**src/hdl/ctf_pkg.sv**
```systemverilog
// ctf_pkg: shared types, constants and the CORDIC arctangent table
// for the complementary tilt filter. No dependencies.
package ctf_pkg;

    // parameter defaults
    localparam int CORDIC_STEPS_DEF    = 16;
    localparam int ANGLE_FRAC_BITS_DEF = 16;

    // CORDIC formats: inputs pre-scaled by 2^24, table in Q.24 degrees
    localparam int TABLE_LEN  = 24;
    localparam int TABLE_FRAC = 24;
    localparam int CX_W       = 44;   // x/y datapath width
    localparam int CZ_W       = 36;   // angle accumulator width

    localparam logic signed [CZ_W-1:0] Z_HALF_TURN = 36'sd3019898880;  // 180 deg Q.24

    // configuration port
    localparam int CFG_IDX_W  = 4;
    localparam int CFG_DATA_W = 24;
    localparam logic [CFG_IDX_W-1:0] REG_ALPHA = 4'd0;
    localparam logic [CFG_IDX_W-1:0] REG_GAIN  = 4'd1;
    localparam logic [15:0] ALPHA_RESET = 16'd64763;
    localparam logic [23:0] GAIN_RESET  = 24'd327680;

    // controller -> datapath commands
    typedef struct packed {
        logic capture;   // latch sample
        logic init;      // load CORDIC vector for channel
        logic iterate;   // one CORDIC micro-rotation
        logic gyro;      // round CORDIC angle, form rate*gain
        logic mix_a;     // alpha * (angle + step)
        logic mix_b;     // (1 - alpha) * accel angle
        logic mix_c;     // sum, round, saturate, write state
        logic load_out;  // load output word
        logic ch;        // 0: xz channel, 1: yz channel
    } t_cmd;

    // atan(2^-i) in Q.24 degrees
    function automatic logic signed [CZ_W-1:0] atan_q24(input logic [4:0] idx);
        logic signed [CZ_W-1:0] v;
        case (idx)
            5'd0:  v = 36'sd754974720;
            5'd1:  v = 36'sd445687602;
            5'd2:  v = 36'sd235489088;
            5'd3:  v = 36'sd119537938;
            5'd4:  v = 36'sd60000934;
            5'd5:  v = 36'sd30029717;
            5'd6:  v = 36'sd15018523;
            5'd7:  v = 36'sd7509720;
            5'd8:  v = 36'sd3754917;
            5'd9:  v = 36'sd1877466;
            5'd10: v = 36'sd938734;
            5'd11: v = 36'sd469367;
            5'd12: v = 36'sd234684;
            5'd13: v = 36'sd117342;
            5'd14: v = 36'sd58671;
            5'd15: v = 36'sd29335;
            5'd16: v = 36'sd14668;
            5'd17: v = 36'sd7334;
            5'd18: v = 36'sd3667;
            5'd19: v = 36'sd1833;
            5'd20: v = 36'sd917;
            5'd21: v = 36'sd458;
            5'd22: v = 36'sd229;
            5'd23: v = 36'sd115;
            default: v = '0;
        endcase
        return v;
    endfunction

endpackage

```
**src/hdl/ctf_ctrl.sv**
```systemverilog
// ctf_ctrl: sequencer for the tilt filter; drives ctf_pkg::t_cmd to the
// datapath and owns the input stall and output valid. Uses ctf_pkg.
module ctf_ctrl #(
    parameter int CORDIC_STEPS = ctf_pkg::CORDIC_STEPS_DEF,
    parameter int IW           = $clog2(CORDIC_STEPS)
) (
    input  logic             i_clk,
    input  logic             i_rst_n,
    input  logic             i_in_valid,
    output logic             o_in_stall,
    output logic             o_out_valid,
    input  logic             i_out_stall,
    output ctf_pkg::t_cmd    o_cmd,
    output logic [IW-1:0]    o_iter
);

    localparam logic [2:0] S_IDLE = 3'd0;
    localparam logic [2:0] S_INIT = 3'd1;
    localparam logic [2:0] S_ITER = 3'd2;
    localparam logic [2:0] S_GYRO = 3'd3;
    localparam logic [2:0] S_MIXA = 3'd4;
    localparam logic [2:0] S_MIXB = 3'd5;
    localparam logic [2:0] S_MIXC = 3'd6;
    localparam logic [2:0] S_DONE = 3'd7;

    localparam logic [IW-1:0] ITER_LAST = IW'(CORDIC_STEPS - 1);

    logic [2:0]    r_state, n_state;
    logic [IW-1:0] r_iter, n_iter;
    logic          r_ch, n_ch;
    logic          r_out_valid, n_out_valid;
    ctf_pkg::t_cmd cmd;

    always_comb begin
        n_state = r_state;
        n_iter  = r_iter;
        n_ch    = r_ch;
        cmd     = '0;
        cmd.ch  = r_ch;
        case (r_state)
            S_IDLE: begin
                if (i_in_valid) begin
                    cmd.capture = 1'b1;
                    n_ch        = 1'b0;
                    n_state     = S_INIT;
                end
            end
            S_INIT: begin
                cmd.init = 1'b1;
                n_iter   = '0;
                n_state  = S_ITER;
            end
            S_ITER: begin
                cmd.iterate = 1'b1;
                if (r_iter == ITER_LAST) begin
                    n_state = S_GYRO;
                end else begin
                    n_iter = r_iter + 1'b1;
                end
            end
            S_GYRO: begin
                cmd.gyro = 1'b1;
                n_state  = S_MIXA;
            end
            S_MIXA: begin
                cmd.mix_a = 1'b1;
                n_state   = S_MIXB;
            end
            S_MIXB: begin
                cmd.mix_b = 1'b1;
                n_state   = S_MIXC;
            end
            S_MIXC: begin
                cmd.mix_c = 1'b1;
                if (r_ch) begin
                    n_state = S_DONE;
                end else begin
                    n_ch    = 1'b1;
                    n_state = S_INIT;
                end
            end
            S_DONE: begin
                // hold until the output register is free
                if (!r_out_valid || !i_out_stall) begin
                    cmd.load_out = 1'b1;
                    n_state      = S_IDLE;
                end
            end
            default: begin
                n_state = S_IDLE;
            end
        endcase
    end

    assign n_out_valid = cmd.load_out | (r_out_valid & i_out_stall);

    always_ff @(posedge i_clk) begin
        if (!i_rst_n) begin
            r_state     <= S_IDLE;
            r_iter      <= '0;
            r_ch        <= 1'b0;
            r_out_valid <= 1'b0;
        end else begin
            r_state     <= n_state;
            r_iter      <= n_iter;
            r_ch        <= n_ch;
            r_out_valid <= n_out_valid;
        end
    end

    assign o_in_stall  = (r_state != S_IDLE);
    assign o_out_valid = r_out_valid;
    assign o_cmd       = cmd;
    assign o_iter      = r_iter;

`ifndef ASSERT_OFF
    // a waiting word is never overwritten
    a_no_overwrite: assert property (@(posedge i_clk) disable iff (!i_rst_n)
        cmd.load_out |-> !(r_out_valid && i_out_stall))
        else $error("output word overwritten while stalled");

    // an accepted sample starts the xz channel
    a_accept_start: assert property (@(posedge i_clk) disable iff (!i_rst_n)
        (i_in_valid && !o_in_stall) |=> (r_state == S_INIT && !r_ch))
        else $error("accepted sample did not start CORDIC");

    // micro-rotations step through the table in order
    a_iter_order: assert property (@(posedge i_clk) disable iff (!i_rst_n)
        (cmd.iterate && r_iter != '0) |-> ($past(cmd.iterate) && $past(r_iter) == r_iter - 1'b1))
        else $error("CORDIC iteration skipped");

    // a loaded word is presented next cycle
    a_load_valid: assert property (@(posedge i_clk) disable iff (!i_rst_n)
        cmd.load_out |=> o_out_valid)
        else $error("loaded word not presented");
`endif

endmodule

```
**config.mk**
```make
export PLATFORM = sky130hd
export DESIGN_NAME = ctf_ctrl
export DESIGN_NICKNAME = d
export VERILOG_FILES = /design/src/hdl/ctf_pkg.sv /design/src/hdl/ctf_ctrl.sv
export SDC_FILE = /design/constraint.sdc
export NUM_CORES = 1
export LEC_CHECK = 0
export BUFFER_PORTS_ARGS = -buffer_cell sky130_fd_sc_hd__buf_2
export CAP_MARGIN = 20
export CORE_AREA = 2 2 39 41
export CTS_CLUSTER_DIAMETER = 150
export DETAILED_ROUTE_END_ITERATION = 10
export DIE_AREA = 0 0 41 43
export MAX_ROUTING_LAYER = met4
export PLACE_DENSITY = 0.72
export RECOVER_POWER = 50
export SLEW_MARGIN = 20
export SYNTH_ARGS = -nofsm -noshare
export SYNTH_HDL_FRONTEND = slang
export SYNTH_SLANG_ARGS = --single-unit
```
**constraint.sdc**
```tcl
create_clock -name i_clk -period 2.11 [get_ports i_clk]
set_input_delay 0.1055 -clock i_clk [delete_from_list [all_inputs] [get_ports i_clk]]
set_output_delay 0.1055 -clock i_clk [all_outputs]
set_load 0.02 [all_outputs]
```
==> run_summary.xml <==
<?xml version="1.0" encoding="UTF-8"?>
<metrics>
  <group name="cells_and_area">
    <metric name="finish.net_count" unit="">94</metric>
    <metric name="final_cell_mix" unit="">buf_2, dfxtp_1, clkbuf_1</metric>
    <metric name="syn2layout_area_growth" unit="%">17.9</metric>
    <metric name="insertedDiodeCount" unit="">0</metric>
    <metric name="final_area" unit="µm²">652</metric>
    <metric name="final_common_cell" unit="">buf_2</metric>
    <metric name="final_layout_size_suffix_gt1_share" unit="%">18.2</metric>
  </group>
  <group name="drt">
    <metric name="detail_route.iter0.violations" unit="">11</metric>
    <metric name="wl_per_cell" unit="µm">11.8</metric>
    <metric name="vias" unit="">553</metric>
    <metric name="dr.pass1.iters" unit="">4</metric>
    <metric name="ant_nets" unit="">0</metric>
    <metric name="wl" unit="µm">1230</metric>
    <metric name="vias_per_cell" unit="">5.32</metric>
    <metric name="post-route-drc-count" unit="">0</metric>
  </group>
  <group name="worst_setup_path">
    <metric name="crit_chain" unit="">or3b_1 -&gt; inv_1 -&gt; buf_2</metric>
    <metric name="worst_path_largest_cell_delay" unit="ns">0.59</metric>
    <metric name="cp-startpoint" unit="">r_state[0]$_SDFFE_PN0P_</metric>
    <metric name="worstSetupPathType" unit="">register to primary output</metric>
    <metric name="cp-end-kind" unit="">primary output</metric>
    <metric name="arrival" unit="ns">1.53</metric>
    <metric name="timing.critical_path.from_type" unit="">register</metric>
    <metric name="cpLargestDelayFamily" unit="">flip-flops</metric>
    <metric name="crit_path_slowest_cell" unit="">dfxtp_1</metric>
    <metric name="critical_path_buf_inv_count" unit="">2</metric>
    <metric name="crit-reg2reg-launch" unit="">r_state[1]$_SDFFE_PN0P_</metric>
    <metric name="path_max_fanout" unit="">15</metric>
    <metric name="worst_ep_required_time" unit="ns">2.00</metric>
  </group>
  <group name="power">
    <metric name="p_clk_share" unit="%">31.1</metric>
    <metric name="p_seq_share" unit="%">48.1</metric>
    <metric name="combinationalPowerShare" unit="%">20.8</metric>
    <metric name="power_report.internal_total" unit="µW">286</metric>
    <metric name="p_sw" unit="µW">132</metric>
    <metric name="power.leakage" unit="nW">0.277</metric>
    <metric name="vdd_drop_max" unit="V">0.000444</metric>
    <metric name="power.density_cell_area" unit="nW/µm²">641</metric>
    <metric name="netSwitchingFraction" unit="%">31.6</metric>
    <metric name="total_power" unit="µW">418</metric>
  </group>
  <group name="global_route">
    <metric name="grt_first_pass_wirelength" unit="µm">1770</metric>
    <metric name="grt.met3_usage" unit="%">9.42</metric>
    <metric name="grt_busiest_layer" unit="">met1</metric>
    <metric name="grt_antenna_before_repair" unit="">0</metric>
    <metric name="grt_start_max_net_pins" unit="">18</metric>
    <metric name="groute.usage.overall" unit="%">15.9</metric>
    <metric name="globalRouteOverflowTotal" unit="">0</metric>
    <metric name="met2_track_utilization_from_global_routing" unit="%">19.7</metric>
    <metric name="gr-usage-met1" unit="%">20.7</metric>
    <metric name="first_global_vias" unit="">416</metric>
  </group>
  <group name="clocking">
    <metric name="clk_path_buf_depth" unit="">2</metric>
    <metric name="tritoncts_num_sinks" unit="">9</metric>
    <metric name="post_cts_resize_count" unit="">0</metric>
    <metric name="clock_tree.htree_level_count" unit="">1</metric>
    <metric name="post_cts_buffers" unit="">0</metric>
    <metric name="clock_latency" unit="ns">0.26</metric>
    <metric name="clk_root_buffer_cell" unit="">clkbuf_4</metric>
    <metric name="clkTransAtPathRegs" unit="ns">0.06</metric>
    <metric name="cts-buffers-inserted" unit="">3</metric>
    <metric name="cts_tree" unit="">done</metric>
    <metric name="hold_buffers" unit="">0</metric>
  </group>
  <group name="sta">
    <metric name="final.period_utilization" unit="%">77.5</metric>
    <metric name="fin_hold_viols" unit="">0</metric>
    <metric name="final_period_minus_worst_setup_slack" unit="ns">1.64</metric>
    <metric name="fin_setup_tns" unit="ns">0</metric>
    <metric name="worst_pin_slew" unit="ns">0.485</metric>
    <metric name="finalSetupViolations" unit="">0</metric>
    <metric name="fin_worst_hold_slack" unit="ns">0.127</metric>
    <metric name="grt_setup_unrepaired" unit="">false</metric>
    <metric name="report.final.slew_viol_count" unit="">0</metric>
    <metric name="maxClockFrequency" unit="GHz">0.611</metric>
    <metric name="maxSlewHeadroom" unit="%">67.6</metric>
    <metric name="clock_skew" unit="ns">0.00197</metric>
  </group>
  <group name="outcome">
    <metric name="run_status" unit="">finished clean</metric>
  </group>
  <group name="die">
    <metric name="top_level_ports" unit="">19</metric>
    <metric name="placeable_core_region" unit="µm²">1380</metric>
    <metric name="floorplan.rows" unit="">14</metric>
    <metric name="die_width" unit="µm">41</metric>
    <metric name="die_area" unit="µm²">1760</metric>
    <metric name="die_height" unit="µm">43</metric>
    <metric name="initial_utilization" unit="%">40.0</metric>
  </group>
  <group name="logic_synthesis">
    <metric name="synth.lib_cells_used.distinct" unit="">31</metric>
    <metric name="async_flop_share" unit="%">0</metric>
    <metric name="yosysWarningCount" unit="">0</metric>
    <metric name="synth_cells" unit="">71</metric>
    <metric name="syn_area" unit="µm²">553</metric>
    <metric name="proportion_of_synthesized_chip_area_in_sequential_cells" unit="%">32.6</metric>
    <metric name="post_synth_edffs" unit="">0</metric>
    <metric name="syn-num-nets" unit="">76</metric>
    <metric name="synthFlopType" unit="">dfxtp_1</metric>
    <metric name="synth.avg_cell_area" unit="µm²">7.79</metric>
    <metric name="flop_and_latch_count_out_of_synthesis" unit="">9</metric>
  </group>
  <group name="placement">
    <metric name="hpwl" unit="µm">862</metric>
    <metric name="io_buffer_count" unit="">18</metric>
    <metric name="area_of_placed_instances" unit="µm²">633</metric>
    <metric name="place_congestion" unit="">0.748</metric>
  </group>
  <group name="worst_hold_path">
    <metric name="min_delay_worst_type" unit="">primary input to register</metric>
    <metric name="holdCritStartpoint" unit="">i_rst_n</metric>
  </group>
  <group name="run">
    <metric name="drv.max_cap_violation_count" unit="">0</metric>
  </group>
</metrics>
## power by group through the flow
stage / Combinational [mW] / Clock, mW / Sequential (mW)
floorplan: 0.0755 / 0 / 0.191
global placement: 0.0875 / 0 / 0.202
detailed placement: 0.0879 / 0 / 0.204
CTS: 0.0883 / 0.135 / 0.201
global route: 0.0955 / 0.145 / 0.204
finish: 0.0867 / 0.130 / 0.201
## final timing paths
check                                               to  slack, ns  cells after the start
worst max-delay path                          o_cmd[7]       0.47                      3
worst min-delay path                 r_ch$_SDFFE_PN0P_       0.13                      2
worst max register to register  o_iter[0]$_SDFFE_PN0P_       0.58                      3
worst min register to register  o_iter[1]$_SDFFE_PN0P_       0.54                      2
## synthesized netlist by cell type (2+ instances only)
cell type | count | area (µm²)
dfxtp_1 | 9 | 180
a21oi_1 | 6 | 30.0
nor2_1 | 6 | 22.5
nand3_1 | 5 | 25.0
inv_1 | 4 | 15.0
nand2_1 | 4 | 15.0
o21ai_0 | 4 | 20.0
buf_2 | 3 | 15.0
nand2b_1 | 3 | 18.8
a21o_1 | 2 | 15.0
a221oi_1 | 2 | 17.5
and3_1 | 2 | 12.5
buf_4 | 2 | 15.0
o21a_1 | 2 | 15.0
## metrics by stage
stage          std cells  setup WS (ns)  util, %
2_1_floorplan         71          0.518        -
3_3_place_gp         100          0.688     45.8
3_5_place_dp         100          0.611     45.8
4_1_cts              104          0.474     47.6
5_1_grt              104          0.377     47.1
6_report             104          0.474     47.1
## registers in the layout, indices dropped and copies added (netlist names)
register	flops
o_iter	4
o_out_valid	1
r_state	3
r_ch	1
## final cells by class
cell class / count / area [µm²]
Inverter: 4 / 15.0
Tap cell: 16 / 20.0
Timing Repair Buffer: 18 / 82.6
Multi-Input combinational cell: 53 / 328
Clock buffer: 4 / 26.3
Sequential cell: 9 / 180
Fill cell: 158 / 732
## routing by layer
metal  wire (µm)  up-vias
met3         104        2
met1         569      244
met2         543       16
li1            -      291
met4           9        0
met5           0        -
## logic make-up after synthesis
| family | Yosys count | share of synthesized area (%) |
|---|---|---|
| AOI/OAI and AO/OA | 21 | 24.0 |
| adders and majority gates | 1 | 2.26 |
| buffers and inverters | 9 | 8.14 |
| DFF | 9 | 32.6 |
| muxes | 1 | 1.81 |
| and+or+nand+nor | 30 | 31.2 |
## worst reg2reg max path: stages, from the launching register on
cell      delay (ns)
dfxtp_1         0.61
nand2b_1        0.21
or4_1           0.51
a31oi_1         0.14
Power figures use the tool's default switching activity.
