$ cat src/hdl/ctf_pkg.sv
// ctf_pkg: shared types, constants and the CORDIC arctangent table
// for the complementary tilt filter. No dependencies.
package ctf_pkg;

    // parameter defaults
    localparam int CORDIC_STEPS_DEF    = 16;
    localparam int ANGLE_FRAC_BITS_DEF = 16;

    // CORDIC formats: inputs pre-scaled by 2^24, table in Q.24 degrees
    localparam int TABLE_LEN  = 24;
    localparam int TABLE_FRAC = 24;
    localparam int CX_W       = 44;   // x/y datapath width
    localparam int CZ_W       = 36;   // angle accumulator width

    localparam logic signed [CZ_W-1:0] Z_HALF_TURN = 36'sd3019898880;  // 180 deg Q.24

    // configuration port
    localparam int CFG_IDX_W  = 4;
    localparam int CFG_DATA_W = 24;
    localparam logic [CFG_IDX_W-1:0] REG_ALPHA = 4'd0;
    localparam logic [CFG_IDX_W-1:0] REG_GAIN  = 4'd1;
    localparam logic [15:0] ALPHA_RESET = 16'd64763;
    localparam logic [23:0] GAIN_RESET  = 24'd327680;

    // controller -> datapath commands
    typedef struct packed {
        logic capture;   // latch sample
        logic init;      // load CORDIC vector for channel
        logic iterate;   // one CORDIC micro-rotation
        logic gyro;      // round CORDIC angle, form rate*gain
        logic mix_a;     // alpha * (angle + step)
        logic mix_b;     // (1 - alpha) * accel angle
        logic mix_c;     // sum, round, saturate, write state
        logic load_out;  // load output word
        logic ch;        // 0: xz channel, 1: yz channel
    } t_cmd;

    // atan(2^-i) in Q.24 degrees
    function automatic logic signed [CZ_W-1:0] atan_q24(input logic [4:0] idx);
        logic signed [CZ_W-1:0] v;
        case (idx)
            5'd0:  v = 36'sd754974720;
            5'd1:  v = 36'sd445687602;
            5'd2:  v = 36'sd235489088;
            5'd3:  v = 36'sd119537938;
            5'd4:  v = 36'sd60000934;
            5'd5:  v = 36'sd30029717;
            5'd6:  v = 36'sd15018523;
            5'd7:  v = 36'sd7509720;
            5'd8:  v = 36'sd3754917;
            5'd9:  v = 36'sd1877466;
            5'd10: v = 36'sd938734;
            5'd11: v = 36'sd469367;
            5'd12: v = 36'sd234684;
            5'd13: v = 36'sd117342;
            5'd14: v = 36'sd58671;
            5'd15: v = 36'sd29335;
            5'd16: v = 36'sd14668;
            5'd17: v = 36'sd7334;
            5'd18: v = 36'sd3667;
            5'd19: v = 36'sd1833;
            5'd20: v = 36'sd917;
            5'd21: v = 36'sd458;
            5'd22: v = 36'sd229;
            5'd23: v = 36'sd115;
            default: v = '0;
        endcase
        return v;
    endfunction

endpackage

$ cat src/hdl/ctf_datapath.sv
// ctf_datapath: sample latch, shared CORDIC unit, gyro multiplier, blend
// and saturation, angle state and output word. Uses ctf_pkg; driven by ctf_ctrl.
module ctf_datapath #(
    parameter int CORDIC_STEPS    = ctf_pkg::CORDIC_STEPS_DEF,
    parameter int ANGLE_FRAC_BITS = ctf_pkg::ANGLE_FRAC_BITS_DEF,
    parameter int IW              = $clog2(CORDIC_STEPS)
) (
    input  logic                              i_clk,
    input  logic                              i_rst_n,
    input  ctf_pkg::t_cmd                     i_cmd,
    input  logic [IW-1:0]                     i_iter,
    input  logic                              i_cfg_valid,
    input  logic [ctf_pkg::CFG_IDX_W-1:0]     i_cfg_index,
    input  logic [ctf_pkg::CFG_DATA_W-1:0]    i_cfg_data,
    input  logic signed [15:0]                i_accel_x,
    input  logic signed [15:0]                i_accel_y,
    input  logic signed [15:0]                i_accel_z,
    input  logic signed [15:0]                i_rate_x,
    input  logic signed [15:0]                i_rate_y,
    output logic signed [15:0]                o_xz_report,
    output logic signed [15:0]                o_yz_report
);

    localparam int CX_W  = ctf_pkg::CX_W;
    localparam int CZ_W  = ctf_pkg::CZ_W;
    localparam int ACC_W = 26;                              // CORDIC angle, Q.frac
    localparam int ZS    = ctf_pkg::TABLE_FRAC - ANGLE_FRAC_BITS;
    localparam int GS    = 32 - ANGLE_FRAC_BITS;
    localparam logic signed [CZ_W-1:0] Z_RND = CZ_W'(1) << (ZS - 1);
    localparam logic signed [40:0]     P_RND = 41'(1) << (GS - 1);
    localparam logic signed [34:0]     LIM   = 35'(32767) << ANGLE_FRAC_BITS;

    // configuration
    logic [15:0] r_alpha;
    logic [23:0] r_gain;

    always_ff @(posedge i_clk) begin
        if (!i_rst_n) begin
            r_alpha <= ctf_pkg::ALPHA_RESET;
            r_gain  <= ctf_pkg::GAIN_RESET;
        end else if (i_cfg_valid) begin
            case (i_cfg_index)
                ctf_pkg::REG_ALPHA: r_alpha <= i_cfg_data[15:0];
                ctf_pkg::REG_GAIN:  r_gain  <= i_cfg_data;
                default: ;
            endcase
        end
    end

    // sample latch
    logic signed [15:0] r_ax, r_ay, r_az, r_gx, r_gy;

    always_ff @(posedge i_clk) begin
        if (i_cmd.capture) begin
            r_ax <= i_accel_x;
            r_ay <= i_accel_y;
            r_az <= i_accel_z;
            r_gx <= i_rate_x;
            r_gy <= i_rate_y;
        end
    end

    // CORDIC vector setup
    logic signed [16:0]     num, den, num_r, den_r;
    logic signed [CZ_W-1:0] z_init;
    logic                   both_zero;

    always_comb begin
        num       = i_cmd.ch ? 17'(r_ay) : 17'(r_ax);
        den       = 17'(r_az);
        both_zero = (num == '0) && (den == '0);
        if (den < 0) begin
            // rotate by 180 first; sign follows the numerator
            z_init = (num >= 0) ? ctf_pkg::Z_HALF_TURN : -ctf_pkg::Z_HALF_TURN;
            num_r  = -num;
            den_r  = -den;
        end else begin
            z_init = '0;
            num_r  = num;
            den_r  = den;
        end
    end

    // shared CORDIC iteration
    logic signed [CX_W-1:0] r_x, r_y, xs, ys;
    logic signed [CZ_W-1:0] r_z, at;
    logic                   r_zero;

    assign xs = r_x >>> i_iter;
    assign ys = r_y >>> i_iter;
    assign at = ctf_pkg::atan_q24(5'(i_iter));

    always_ff @(posedge i_clk) begin
        if (i_cmd.init) begin
            r_x    <= CX_W'(den_r) <<< ctf_pkg::TABLE_FRAC;
            r_y    <= CX_W'(num_r) <<< ctf_pkg::TABLE_FRAC;
            r_z    <= z_init;
            r_zero <= both_zero;
        end else if (i_cmd.iterate) begin
            if (!r_y[CX_W-1]) begin
                r_x <= r_x + ys;
                r_y <= r_y - xs;
                r_z <= r_z + at;
            end else begin
                r_x <= r_x - ys;
                r_y <= r_y + xs;
                r_z <= r_z - at;
            end
        end
    end

    // angle rounding and gyro product
    logic signed [CZ_W-1:0]  z_rnd;
    logic signed [ACC_W-1:0] r_acc;
    logic signed [40:0]      r_prod;
    logic signed [24:0]      gain_s;
    logic signed [15:0]      rate;

    assign z_rnd  = r_z + Z_RND;
    assign gain_s = signed'({1'b0, r_gain});
    assign rate   = i_cmd.ch ? r_gx : r_gy;

    always_ff @(posedge i_clk) begin
        if (i_cmd.gyro) begin
            r_acc  <= r_zero ? '0 : ACC_W'(z_rnd >>> ZS);
            r_prod <= rate * gain_s;
        end
    end

    // blend products
    logic signed [31:0] r_xz, r_yz, angle;
    logic signed [40:0] p_rnd;
    logic signed [32:0] step, sum;
    logic signed [16:0] alpha_s;
    logic [16:0]        beta_u;
    logic signed [17:0] beta_s;
    logic signed [49:0] r_pa, pa;
    logic signed [43:0] r_pb, pb;

    assign angle   = i_cmd.ch ? r_yz : r_xz;
    assign p_rnd   = r_prod + P_RND;
    assign step    = 33'(p_rnd >>> GS);
    assign sum     = 33'(angle) + step;
    assign alpha_s = signed'({1'b0, r_alpha});
    assign beta_u  = 17'h10000 - {1'b0, r_alpha};
    assign beta_s  = signed'({1'b0, beta_u});
    assign pa      = alpha_s * sum;
    assign pb      = beta_s * r_acc;

    always_ff @(posedge i_clk) begin
        if (i_cmd.mix_a) begin
            r_pa <= pa;
        end
        if (i_cmd.mix_b) begin
            r_pb <= pb;
        end
    end

    // sum, round half up, saturate
    logic signed [50:0] mix;
    logic signed [34:0] mix_r, mix_sat;

    always_comb begin
        mix   = 51'(r_pa) + 51'(r_pb) + 51'sd32768;
        mix_r = 35'(mix >>> 16);
        if (mix_r > LIM) begin
            mix_sat = LIM;
        end else if (mix_r < -LIM) begin
            mix_sat = -LIM;
        end else begin
            mix_sat = mix_r;
        end
    end

    always_ff @(posedge i_clk) begin
        if (!i_rst_n) begin
            r_xz <= '0;
            r_yz <= '0;
        end else if (i_cmd.mix_c) begin
            if (i_cmd.ch) begin
                r_yz <= 32'(mix_sat);
            end else begin
                r_xz <= 32'(mix_sat);
            end
        end
    end

    // whole degrees, truncated toward zero
    logic [31:0] xz_mag, yz_mag, xz_whole, yz_whole;

    always_comb begin
        xz_mag   = r_xz[31] ? 32'(-r_xz) : 32'(r_xz);
        yz_mag   = r_yz[31] ? 32'(-r_yz) : 32'(r_yz);
        xz_whole = xz_mag >> ANGLE_FRAC_BITS;
        yz_whole = yz_mag >> ANGLE_FRAC_BITS;
        xz_whole = r_xz[31] ? -xz_whole : xz_whole;
        yz_whole = r_yz[31] ? -yz_whole : yz_whole;
    end

    // axes swapped on output
    always_ff @(posedge i_clk) begin
        if (i_cmd.load_out) begin
            o_xz_report <= signed'(yz_whole[15:0]);
            o_yz_report <= signed'(xz_whole[15:0]);
        end
    end

endmodule

$ cat config.mk
export PLATFORM = sky130hd
export DESIGN_NAME = ctf_datapath
export DESIGN_NICKNAME = d
export VERILOG_FILES = /design/src/hdl/ctf_pkg.sv /design/src/hdl/ctf_datapath.sv
export SDC_FILE = /design/constraint.sdc
export NUM_CORES = 2
export LEC_CHECK = 0
export BUFFER_PORTS_ARGS = -buffer_cell sky130_fd_sc_hd__buf_2
export CAP_MARGIN = 20
export CORE_ASPECT_RATIO = 0.75
export CORE_MARGIN = 4
export CORE_UTILIZATION = 66
export DETAILED_ROUTE_END_ITERATION = 7
export GPL_TIMING_DRIVEN = 0
export HOLD_SLACK_MARGIN = 0.05
export PLACE_DENSITY = 0.83
export SLEW_MARGIN = 30
export SYNTH_ARGS = -nofsm -noshare
export SYNTH_HDL_FRONTEND = slang
export SYNTH_SLANG_ARGS = --single-unit
$ cat constraint.sdc
create_clock -name i_clk -period 37.8 [get_ports i_clk]
set_input_delay 5.67 -clock i_clk [delete_from_list [all_inputs] [get_ports i_clk]]
set_output_delay 5.67 -clock i_clk [all_outputs]
set_load 0.05 [all_outputs]
==> out/metrics.cfg <==
[synth]
ys_warn_count=0
synthAdderAreaFrac_pct=38.8
synth_top_flop_cell=edfxtp_1
synth.yosys.seq_area_share_pct=15.5
synth_compound_area_share_pct=9.52
ys_async_sr_fraction_pct=0
synth_seq_cells=485
syn_avg_cell_area_um2=9.00
synth_enable_flop_cells=333
synthMuxAreaShare_pct=4.89
synthSimpleGateAreaFrac_pct=17.2
synth_area_mm2=0.0842
syn_inst=9353
synth_nets=11300
synth.distinct_cells=97
synth-xor-area-share_pct=5.33
synth_top_family_by_area=adder cells

[min_path]
hold_class=flop to flop
hold_end=r_yz[6]
holdPathStages=2
worstHoldStart=r_yz[6]

[clock_network]
post_cts_buffers=0
cts.hold.buffers_added=0
cts_tree=yes
cts_resized=0
clk_latency_ps=710
clkSinkCount=485
cts_made_buffers=56
clock_path_buffers=3
cts.clk_slew.worst_paths_ps=80
htree_num_levels=2
ctsRootBufferMaster=clkbuf_16

[floorplan]
core_mm2=0.127
dieWidth_um=420
io_pins=156
dieArea_mm2=0.133
start_util_pct=66.5
num_rows=113
die_height_um=317

[worst_setup_path]
r2r_end=r_pa[45]
r2r_setup_slack_ps=24750
cpMostUsedCell=fa_1
start_kind=input port
slowest_stage=xor2_1
worstPathArrival_ps=20720
cp_num_buf_inv=11
end_kind=flop
r2r-start=r_prod[17]
worst-path-max-fanout=10
critPathMaxStageDelay_ps=820
worstPathRequired_ps=38290
path_delay_family=buffers and inverters
path_class=input port to flop
rr_worst_depth=38

[detailed_routing]
drc=0
routed_via_density=6.31
vias=71300
drt_iter0_drc=8824
wl_um=281000
first_pass_iters=7
wl_per_cell_um=24.9
final_antenna_net_count=0

[global_routing]
antenna_found_initial=14
grt_max_degree=61
grt_usage_pct=42.1
grt_pass1_vias=70600
grt_overflow=0
grt_pass1_wl_um=423000

[timing]
setup_viol=0
finClkSkew_ps=49.2
min_period_ps=20220
finalHoldViolCount=0
period_share_pct=53.5
slew_violations=0
clock.fmax_mhz=49.4
rsz0062_at_grt=false
relSlewSlack_pct=20.5
fin_tns_setup_ps=0
tightestPinTransition_ps=1190

[cells_and_area]
seq_area_mm2=0.0130
fillers=9841
drive_gt1_share_pct=5.77
final_nets=11600
multi_input_area_mm2=0.0639
area_delta_synth_final_pct=6.23

[run]
maxCapViolCount=0

[placed_design]
dp_hpwl_um=229000
place_congestion=1.07
io_buffers=153

[status]
status=finished clean

[sequential cells by signal, indices dropped and copies added (netlist names), 24 cells and up]
name	flops
r_pa	50
r_pb	44
r_x	44
r_y	44
r_z	34
r_xz	32
r_yz	32
r_acc	26
r_prod	26
r_gain	24
[cells in the mapped netlist (all sizes together), types with 35 or more instances]
cell type  count  area [um2]
xnor2        346        3030
nor2b        151         945
nor2         443        1660
mux4         106        2420
a31oi         51         325
ha           627        7850
clkbuf       382        1440
nor3         103         526
o211ai        35         263
nand2b        68         425
fa          1237       24800
nand4         62         388
a21oi        371        1860
xor2         166        1450
nor4          54         365
nand2       1246        4680
nand3        161         818
and2         522        3270
and3          64         400
o21a          64         482
dfxtp        152        3040
mux2          65         732
mux2i         96         961
inv         1499        5630
edfxtp       333       10000
a21o         131         983
buf           62         342
o21ai        293        1470
a211oi        43         323
[per-layer routing]
metal  vias to the layer above  global-route usage, %  wire (um)
li1                      30700                      -          -
met1                     35100                   58.2     110000
met2                      4760                   58.3     113000
met3                       746                   17.6      43400
met4                         6                   18.0      14800
met5                         -                  0.505        129
[area by class of cell]
cell class | count | share of cell area [%]
Tap cell | 1667 | 2.33
Antenna cell | 15 | 0.0420
Sequential cell | 485 | 14.6
Timing Repair Buffer | 156 | 0.942
Multi-Input combinational cell | 6923 | 71.5
Clock buffer | 69 | 1.73
Inverter | 1501 | 6.31
Clock inverter | 37 | 0.569
Buffer | 444 | 2.01
[through the flow]
step	area [um2]	std cells	setup WS [ps]	utilization, %	hold WS (ps)
floorplan	84200	9353	20860	-	443
global placement	87000	11200	16270	68.7	484
detailed placement	87200	11200	17330	68.9	482
CTS	89300	11300	18010	70.5	499
global route	89400	11300	17320	70.6	521
finish	89400	11300	17580	70.6	500
[worst max path at each step]
| stage | startpoint | end | slack [ps] | cells past startpoint |
|---|---|---|---|---|
| 6_report | i_cmd[0] | r_pa[48] | 17580 | 43 |
| 3_5_place_dp | i_cmd[0] | r_pa[45] | 17330 | 40 |
| 5_1_grt | i_cmd[0] | r_pa[45] | 17320 | 44 |
| 2_1_floorplan | i_cmd[0] | r_pa[48] | 20860 | 40 |
| 4_1_cts | i_cmd[0] | r_pa[48] | 18010 | 43 |
| 3_3_place_gp | i_cmd[0] | r_pa[45] | 16270 | 46 |
[layout by cell type, fill, tap and decap left out, types with 19 or more instances in the layout]
cell	netlist	layout
o21ai_1	26	26
clkbuf_16	0	59
a21boi_0	34	34
mux4_2	97	97
a21oi_1	371	371
buf_2	17	169
o21ai_0	267	267
o211ai_1	35	35
or3_1	31	31
clkbuf_1	381	373
nor3_1	101	101
and4_1	22	22
mux2i_1	96	96
or2_2	29	29
nor2b_1	151	151
a31oi_1	50	50
and2_1	521	521
o21bai_1	34	34
a211oi_1	43	42
fa_1	1237	1236
mux2_2	65	65
buf_1	31	27
inv_1	1496	1495
and3_1	64	64
dfxtp_1	152	152
nor2_1	443	440
xnor2_2	0	19
o21a_1	63	63
o31ai_1	20	19
xnor2_1	346	327
a21o_1	131	131
ha_1	627	627
nand4_1	62	62
xor2_1	166	165
nand3_1	160	160
o22ai_1	34	34
edfxtp_1	333	333
nand2_1	1246	1246
nand2b_1	68	68
nor4_1	51	49
[worst register-to-register path, delay by kind of cell, from the launching register on]
family | cells | cell delay (ps)
buffers and inverters | 4 | 790
AOI/OAI and AO/OA | 16 | 4710
adders and majority gates | 8 | 3830
DFF | 1 | 400
xor gates and xnor gates | 3 | 1250
and+or+nand+nor | 7 | 1830
[logic make-up (layout without fill, tap and decap cells)]
logic type      count (synthesis)  count (layout)
mux                           267             267
other cells                     0              15
buf+inv                      1945            2207
xor+xnor                      512             512
fa+ha+maj                    1870            1870
simple gates                 3005            3005
compound gates               1269            1269
flops                         485             485
Power is left out: the tool's default activity adds up to more than one toggle a clock period on the data nets, which glitch-free logic cannot reach.
